[config.mk]
export PLATFORM = sky130hd
export DESIGN_NAME = recursive_lock_with_wait_queue_core
export DESIGN_NICKNAME = d
export VERILOG_FILES = /design/src/rtl/rlwq_pkg.sv /design/src/rtl/rlwq_decide.sv /design/src/rtl/recursive_lock_with_wait_queue_core.sv
export SDC_FILE = /design/constraint.sdc
export NUM_CORES = 1
export LEC_CHECK = 0
export BUFFER_PORTS_ARGS = -buffer_cell sky130_fd_sc_hd__buf_2
export CORE_ASPECT_RATIO = 0.8
export CORE_MARGIN = 8
export CORE_UTILIZATION = 50
export DETAILED_ROUTE_END_ITERATION = 12
export PLACE_DENSITY = 0.62
export SLEW_MARGIN = 0
export SYNTH_ARGS = -nofsm -noshare
export SYNTH_HDL_FRONTEND = slang
export SYNTH_SLANG_ARGS = --single-unit
[constraint.sdc]
create_clock -name clk -period 5.39 [get_ports clk]
set_input_delay 0.539 -clock clk [delete_from_list [all_inputs] [get_ports clk]]
set_output_delay 0.539 -clock clk [all_outputs]
set_load 0.1 [all_outputs]
[src/rtl/rlwq_pkg.sv]
// Shared constants, types and state codes of the recursive lock unit.
package rlwq_pkg;

  localparam int QUEUE_DEPTH = 16;
  localparam int ID_BITS     = 8;
  localparam int COUNT_BITS  = 8;

  localparam int PTR_BITS  = (QUEUE_DEPTH > 1) ? $clog2(QUEUE_DEPTH) : 1;
  localparam int FILL_BITS = $clog2(QUEUE_DEPTH + 1);
  localparam int ID_SPACE  = 1 << ID_BITS;

  localparam int REQ_WIDTH    = 8;
  localparam int STATUS_WIDTH = 4;
  localparam int WOKE_WIDTH   = 8;
  localparam int HOLD_WIDTH   = 8;

  localparam logic [COUNT_BITS-1:0] COUNT_MAX = '1;
  localparam logic [COUNT_BITS-1:0] COUNT_ONE = COUNT_BITS'(1);
  localparam logic [FILL_BITS-1:0]  FILL_FULL = FILL_BITS'(QUEUE_DEPTH);
  localparam logic [PTR_BITS-1:0]   PTR_LAST  = PTR_BITS'(QUEUE_DEPTH - 1);
  localparam logic [ID_BITS-1:0]    ID_LAST   = ID_BITS'(ID_SPACE - 1);

  typedef enum logic {
    FUNC_ACQUIRE = 1'b0,
    FUNC_RELEASE = 1'b1
  } func_t;

  typedef enum logic [STATUS_WIDTH-1:0] {
    ST_GRANTED    = 4'd0,
    ST_NESTED     = 4'd1,
    ST_QUEUED     = 4'd2,
    ST_UNNESTED   = 4'd3,
    ST_FREED      = 4'd4,
    ST_HANDED     = 4'd5,
    ST_NOT_HOLDER = 4'd6,
    ST_QUEUE_FULL = 4'd7,
    ST_DUP_WAITER = 4'd8,
    ST_OVERFLOW   = 4'd9
  } status_t;

  typedef enum logic [1:0] {
    FSM_CLEAR,
    FSM_IDLE,
    FSM_EXEC
  } fsm_t;

  // Lock state and memory read data seen by the decision logic.
  typedef struct packed {
    logic                  taken;
    logic [ID_BITS-1:0]    owner_id;
    logic [COUNT_BITS-1:0] nest_count;
    logic [FILL_BITS-1:0]  fifo_fill;
    logic                  waiting;
    logic [ID_BITS-1:0]    head_id;
  } lock_view_t;

  // Decision for one request: result fields and state updates.
  typedef struct packed {
    status_t               status;
    logic                  woke_valid;
    logic [ID_BITS-1:0]    woke_id;
    logic                  taken_next;
    logic [ID_BITS-1:0]    owner_next;
    logic [COUNT_BITS-1:0] count_next;
    logic                  enqueue;
    logic                  dequeue;
  } lock_update_t;

endpackage

[src/rtl/rlwq_decide.sv]
// Decision logic for one acquire or release request.
module rlwq_decide (
  input  rlwq_pkg::func_t              func,
  input  logic [rlwq_pkg::ID_BITS-1:0] req_id,
  input  rlwq_pkg::lock_view_t         view,
  output rlwq_pkg::lock_update_t       upd
);

  always_comb begin
    upd            = '0;
    upd.status     = rlwq_pkg::ST_NOT_HOLDER;
    upd.taken_next = view.taken;
    upd.owner_next = view.owner_id;
    upd.count_next = view.nest_count;
    if (func == rlwq_pkg::FUNC_ACQUIRE) begin
      if (!view.taken) begin
        upd.taken_next = 1'b1;
        upd.owner_next = req_id;
        upd.count_next = rlwq_pkg::COUNT_ONE;
        upd.status     = rlwq_pkg::ST_GRANTED;
      end else if (view.owner_id == req_id) begin
        if (view.nest_count == rlwq_pkg::COUNT_MAX) begin
          upd.status = rlwq_pkg::ST_OVERFLOW;
        end else begin
          upd.count_next = view.nest_count + rlwq_pkg::COUNT_ONE;
          upd.status     = rlwq_pkg::ST_NESTED;
        end
      end else if (view.waiting) begin
        upd.status = rlwq_pkg::ST_DUP_WAITER;
      end else if (view.fifo_fill == rlwq_pkg::FILL_FULL) begin
        upd.status = rlwq_pkg::ST_QUEUE_FULL;
      end else begin
        upd.enqueue = 1'b1;
        upd.status  = rlwq_pkg::ST_QUEUED;
      end
    end else begin
      if (!view.taken || view.owner_id != req_id) begin
        upd.status = rlwq_pkg::ST_NOT_HOLDER;
      end else if (view.nest_count > rlwq_pkg::COUNT_ONE) begin
        upd.count_next = view.nest_count - rlwq_pkg::COUNT_ONE;
        upd.status     = rlwq_pkg::ST_UNNESTED;
      end else if (view.fifo_fill != '0) begin
        // hand the lock straight to the head waiter
        upd.dequeue    = 1'b1;
        upd.owner_next = view.head_id;
        upd.count_next = rlwq_pkg::COUNT_ONE;
        upd.woke_valid = 1'b1;
        upd.woke_id    = view.head_id;
        upd.status     = rlwq_pkg::ST_HANDED;
      end else begin
        upd.taken_next = 1'b0;
        upd.owner_next = '0;
        upd.count_next = '0;
        upd.status     = rlwq_pkg::ST_FREED;
      end
    end
  end

endmodule

[src/rtl/recursive_lock_with_wait_queue_core.sv]
// Top level of the recursive lock unit with a FIFO of blocked requesters.
// A request is captured together with both memory reads, decided in the EXEC state and
// its result registered in the output register. A new request is taken only once the last
//   is decided, as the waiter FIFO memory and the waiting-map memory are read then updated.
// Reset: synchronous; clears the lock registers, then sweeps the 256-entry waiting
//   map to zero, one entry a cycle, before the first request transfer.
module recursive_lock_with_wait_queue_core (
  input  logic        clk,
  input  logic        rst,
  // request channel
  input  logic        s_tvalid,
  output logic        s_tready,
  input  logic [7:0]  s_tdata,   // [7:0] requester
  input  logic        s_tuser,   // [0] func (0 acquire, 1 release)
  // result channel
  output logic        m_tvalid,
  input  logic        m_tready,
  output logic [15:0] m_tdata,   // [7:0] woke_id, [15:8] hold_count
  output logic [4:0]  m_tuser    // [3:0] status, [4] woke_valid
);

  // Lock registers
  logic                            taken;
  logic [rlwq_pkg::ID_BITS-1:0]    owner_id;
  logic [rlwq_pkg::COUNT_BITS-1:0] nest_count;
  logic [rlwq_pkg::PTR_BITS-1:0]   fifo_head;
  logic [rlwq_pkg::PTR_BITS-1:0]   fifo_tail;
  logic [rlwq_pkg::FILL_BITS-1:0]  fifo_fill;

  // Sequencer
  rlwq_pkg::fsm_t               state;
  rlwq_pkg::fsm_t               state_next;
  logic [rlwq_pkg::ID_BITS-1:0] clr_addr;

  // Captured request
  rlwq_pkg::func_t              func_q;
  logic [rlwq_pkg::ID_BITS-1:0] req_q;

  // Memories and their registered read data
  logic [rlwq_pkg::ID_BITS-1:0] wait_fifo [rlwq_pkg::QUEUE_DEPTH];
  logic                         waiting_map [rlwq_pkg::ID_SPACE];
  logic [rlwq_pkg::ID_BITS-1:0] head_rd;
  logic                         map_rd;

  // Output register
  rlwq_pkg::status_t            status_q;
  logic                         woke_valid_q;
  logic [rlwq_pkg::ID_BITS-1:0] woke_id_q;
  logic [rlwq_pkg::COUNT_BITS-1:0] count_q;

  logic                         in_xfer;
  logic                         exec_en;
  logic                         clear_en;
  logic                         map_we;
  logic [rlwq_pkg::ID_BITS-1:0] map_wa;
  logic                         map_wd;
  logic [rlwq_pkg::ID_BITS-1:0] req_in;

  rlwq_pkg::lock_view_t   view;
  rlwq_pkg::lock_update_t upd;

  assign req_in  = s_tdata[rlwq_pkg::ID_BITS-1:0];
  assign in_xfer = s_tvalid && s_tready;

  // Next state
  always_comb begin
    state_next = state;
    case (state)
      rlwq_pkg::FSM_CLEAR: begin
        if (clr_addr == rlwq_pkg::ID_LAST) begin
          state_next = rlwq_pkg::FSM_IDLE;
        end
      end
      rlwq_pkg::FSM_IDLE: begin
        if (s_tvalid && (!m_tvalid || m_tready)) begin
          state_next = rlwq_pkg::FSM_EXEC;
        end
      end
      rlwq_pkg::FSM_EXEC: state_next = rlwq_pkg::FSM_IDLE;
      default:            state_next = rlwq_pkg::FSM_CLEAR;
    endcase
  end

  // Sequencer outputs. Take a request only when the output register is free
  // by the time the decision lands in it.
  always_comb begin
    s_tready = 1'b0;
    exec_en  = 1'b0;
    clear_en = 1'b0;
    case (state)
      rlwq_pkg::FSM_CLEAR: clear_en = 1'b1;
      rlwq_pkg::FSM_IDLE:  s_tready = !m_tvalid || m_tready;
      rlwq_pkg::FSM_EXEC:  exec_en  = 1'b1;
      default: begin
        s_tready = 1'b0;
      end
    endcase
  end

  always_ff @(posedge clk) begin
    if (rst) begin
      state    <= rlwq_pkg::FSM_CLEAR;
      clr_addr <= '0;
    end else begin
      state <= state_next;
      if (clear_en) begin
        clr_addr <= clr_addr + 1'b1;
      end
    end
  end

  // Capture the request and read both memories in the same cycle
  always_ff @(posedge clk) begin
    if (in_xfer) begin
      func_q  <= rlwq_pkg::func_t'(s_tuser);
      req_q   <= req_in;
      map_rd  <= waiting_map[req_in];
      head_rd <= wait_fifo[fifo_head];
    end
  end

  assign view.taken      = taken;
  assign view.owner_id   = owner_id;
  assign view.nest_count = nest_count;
  assign view.fifo_fill  = fifo_fill;
  assign view.waiting    = map_rd;
  assign view.head_id    = head_rd;

  rlwq_decide u_decide (
    .func   (func_q),
    .req_id (req_q),
    .view   (view),
    .upd    (upd)
  );

  // Waiting map write port: clear sweep, set on enqueue, drop on handoff.
  // Enqueue and dequeue never coincide, so one port serves both.
  always_comb begin
    map_we = 1'b0;
    map_wa = clr_addr;
    map_wd = 1'b0;
    if (clear_en) begin
      map_we = 1'b1;
    end else if (exec_en && upd.enqueue) begin
      map_we = 1'b1;
      map_wa = req_q;
      map_wd = 1'b1;
    end else if (exec_en && upd.dequeue) begin
      map_we = 1'b1;
      map_wa = head_rd;
    end
  end

  always_ff @(posedge clk) begin
    if (map_we) begin
      waiting_map[map_wa] <= map_wd;
    end
  end

  always_ff @(posedge clk) begin
    if (exec_en && upd.enqueue) begin
      wait_fifo[fifo_tail] <= req_q;
    end
  end

  // Lock register update
  always_ff @(posedge clk) begin
    if (rst) begin
      taken      <= 1'b0;
      owner_id   <= '0;
      nest_count <= '0;
      fifo_head  <= '0;
      fifo_tail  <= '0;
      fifo_fill  <= '0;
    end else if (exec_en) begin
      taken      <= upd.taken_next;
      owner_id   <= upd.owner_next;
      nest_count <= upd.count_next;
      if (upd.enqueue) begin
        fifo_tail <= (fifo_tail == rlwq_pkg::PTR_LAST) ? '0 : fifo_tail + 1'b1;
        fifo_fill <= fifo_fill + 1'b1;
      end else if (upd.dequeue) begin
        fifo_head <= (fifo_head == rlwq_pkg::PTR_LAST) ? '0 : fifo_head + 1'b1;
        fifo_fill <= fifo_fill - 1'b1;
      end
    end
  end

  // Output register: load on decision, hold until the result transfer
  always_ff @(posedge clk) begin
    if (rst) begin
      m_tvalid <= 1'b0;
    end else if (exec_en) begin
      m_tvalid <= 1'b1;
    end else if (m_tready) begin
      m_tvalid <= 1'b0;
    end
  end

  always_ff @(posedge clk) begin
    if (exec_en) begin
      status_q     <= upd.status;
      woke_valid_q <= upd.woke_valid;
      woke_id_q    <= upd.woke_id;
      count_q      <= upd.count_next;
    end
  end

  assign m_tuser = {woke_valid_q, status_q};
  assign m_tdata = {rlwq_pkg::HOLD_WIDTH'(count_q), rlwq_pkg::WOKE_WIDTH'(woke_id_q)};

endmodule

==> results.tsv <==
stage	metric	value	unit
synth	synthFlopType	edfxtp_1	
synth	syn-cell-area	21700	um^2
clock_network	numCtsBuffers	47	
sta	relSlewSlack	14.6	%
global_routing	grt_pass1_vias	13100	
clock_network	clock-sinks	464	
synth	async_flop_share	0	%
global_routing	grt_pass1_wl	78700	um
floorplanning	start_util	50.4	%
global_routing	antenna_found_initial	0	
layout	final_core_util	54.9	%
sta	setup_viol	0	
floorplanning	dieArea	50300	um^2
floorplanning	rows	68	
global_routing	grt-ovfl-total	0	
global_routing	grt_usage	19.8	%
worst_hold_path	hold_path_end	func_q	
worst_setup_path	worstPathRequired	5.64	ns
placed_design	dp_worst_setup_slack	0.931	ns
pwr	swShare	21.5	%
synth	synth.top_cells.by_area	edfxtp_1 59%, mux4_2 8.5%, nor4_2 3.9%	
pwr	power_frac_comb	4.0	%
pwr	clkPwrFrac	43.3	%
drt	ant_nets	0	
clock_network	cts_tree	yes	
synth	yosys_warnings	0	
layout	top_register	waiting_map	
drt	drt-total-wl	50500	um
synth	synth.ff_latch_count	464	
layout	fill_cells	3428	
clock_network	ctsHoldBuffers	0	
synth	syn_area_per_cell	14.6	um^2
sta	fin_tns_setup	0	ns
floorplanning	die_w	249	um
pwr	power.switching	0.00158	W
placed_design	hpwl	29000	um
run	maxCapViolCount	0	
clock_network	clk_latency	0.59	ns
drt	routedWlPerCell	24.8	um
sta	grt_setup_unrepaired	false	
synth	ys_types	78	
placed_design	gp_congestion	0.857	
synth	seq_area_frac_synth	62.4	%
worst_setup_path	ff2ff_setup_slack	0.92	ns
sta	min_period	4.47	ns
pwr	p_leak	6.69	nW
floorplanning	core	43000	um^2
sta	setup_slack	0.918	ns
sta	whs	0.152	ns
clock_network	clock_path_buffers	3	
layout	largest_reg_flops	256	
pwr	p_int	0.00578	W
worst_setup_path	arrival	4.72	ns
synth	yosysTopAreaCell	edfxtp_1	
layout	nets	1468	
sta	fin_skew	0.0169	ns
clock_network	post_cts_resize_count	0	
worst_hold_path	min_path_type	in -> reg	
layout	area.growth.synth_to_final	8.92	%
layout	drive_gt1_share	22.6	%
clock_network	postCtsSetupBuffers	0	
clock_network	clkSlewWorstSetupHoldPaths	0.06	ns
sta	slew_violations	0	
pwr	power_frac_seq	52.7	%
worst_setup_path	worstSetupEndpointType	flip-flop	
drt	detail_route.vias_per_cell	6.45	
worst_hold_path	holdCritStartpoint	s_tuser	
global_routing	grt_max_degree	117	
floorplanning	pin_count	36	
worst_hold_path	hold_depth	1	
drt	drc	0	
sta	hold_violations	0	
clock_network	cts_root_buf	clkbuf_16	
synth	syn_nets	1506	
outcome	run_status	complete, no violations	
drt	routed-via-count	13200	
worst_setup_path	cp-start-kind	flip-flop	
worst_setup_path	crit_fanout	48	
sta	period_share	83.0	%
layout	reg.largest.list	waiting_map x256, wait_fifo x128	
synth	synth_cells	1480	
placed_design	numPortBuffers	35	
sta	max_freq	224	MHz
drt	drt_first_pass_iters	5	
synth	synth_top_area_share	58.6	%
sta	worst_slew_pin_slew	1.28	ns
layout	diodes	0	
pwr	ir_drop	0.194	mV
clock_network	h-tree-depth	2	
floorplanning	die_h	202	um
pwr	power.density	312	nW/um^2
worst_setup_path	r2r_start	req_q[0]	
synth	synth_edf_count	423	
worst_setup_path	r2r-end	waiting_map[150]	
worst_setup_path	path_class	reg -> reg	
drt	drt_first_iter_violations	1280	
worst_setup_path	rr_worst_depth	7	
[worst max-delay path by stage]
stage                     cells past startpoint  startpoint  slack [ns]                to
after floorplan                              11      func_q        0.76  waiting_map[203]
after global placement                        7    req_q[4]        1.16  waiting_map[140]
after detailed placement                      7    req_q[2]        0.93   waiting_map[88]
after CTS                                     7    req_q[0]        0.96   waiting_map[88]
after global routing                          7    req_q[2]        0.49  waiting_map[136]
final                                         7    req_q[0]        0.92  waiting_map[150]
[synth_stat cells (19+ instances only)]
master and n:
o22ai_1 23, nor3_2 19, o21ai_0 23, mux2i_1 55
nor3_1 111, nor4_2 68, mux4_2 82, nor2_1 73
buf_1 33, nor4_1 89, nand2_1 41, clkbuf_1 62
buf_2 37, edfxtp_1 423, dfxtp_1 41, a21oi_1 28
[metrics by stage]
stage          total power (W)  instance area (um^2)  std cells
2_1_floorplan          0.00415                 21700       1480
3_3_place_gp           0.00425                 22100       1953
3_5_place_dp           0.00425                 22100       1953
4_1_cts                0.00743                 23600       2038
5_1_grt                0.00758                 23600       2038
6_report               0.00736                 23600       2038
[layout make-up]
type | instances | area, um^2 | area share [%]
clock buffer | 66 | 1310 | 5.55
clock inverter | 19 | 174 | 0.737
inverter | 19 | 77.6 | 0.329
multi-input combinational | 846 | 7390 | 31.3
sequential | 464 | 13500 | 57.3
tap | 560 | 701 | 2.97
timing repair buffer | 64 | 423 | 1.79
[layout by cell type, fill, tap and decap left out, types with 23 or more instances in the layout]
cell type,netlist,final
edfxtp_1,423,423
nor3_1,111,107
nor4_1,89,89
mux4_2,82,82
nor2_1,73,72
nor4_2,68,68
mux2i_1,55,55
clkbuf_16,0,49
dfxtp_1,41,40
nand2_1,41,37
buf_2,37,33
buf_4,3,29
a21oi_1,28,28
o21ai_0,23,23
o22ai_1,23,23
nor3_2,19,23
[cells by family after synthesis]
group | share of synthesized area (%)
and+or+nand+nor | 14.9
xor gates and xnor gates | 0.970
adders and majority gates | 0.785
buffers and inverters | 3.77
DFF | 62.4
AOI/OAI and AO/OA | 6.00
muxes | 11.2
[per-layer routing]
| metal | wire (um) | GRT usage (%) | vias up |
|---|---|---|---|
| met5 | 0 | 0 | - |
| met3 | 3040 | 3.22 | 80 |
| li1 | - | - | 5878 |
| met4 | 1110 | 5.27 | 0 |
| met1 | 23100 | 29.1 | 6801 |
| met2 | 23300 | 30.5 | 396 |
[power by group through the flow]
stage	sequential, W	combinational, W	clock [W]
floorplan	0.00395	0.000194	0
global placement	0.00395	0.000291	0
detailed placement	0.00395	0.000292	0
CTS	0.00388	0.000293	0.00326
global route	0.00388	0.000310	0.00339
finish	0.00388	0.000293	0.00319
[critical path, cell delays in order, from the launching register on]
cell and delay, ns:
edfxtp_1 0.68, xnor2_1 0.35, nand4_2 0.33, nor4_4 0.81, o21ai_2 0.37, a22oi_1 0.37
nand2_2 0.66, nor4_1 0.53
(Power assumes the default switching activity.)
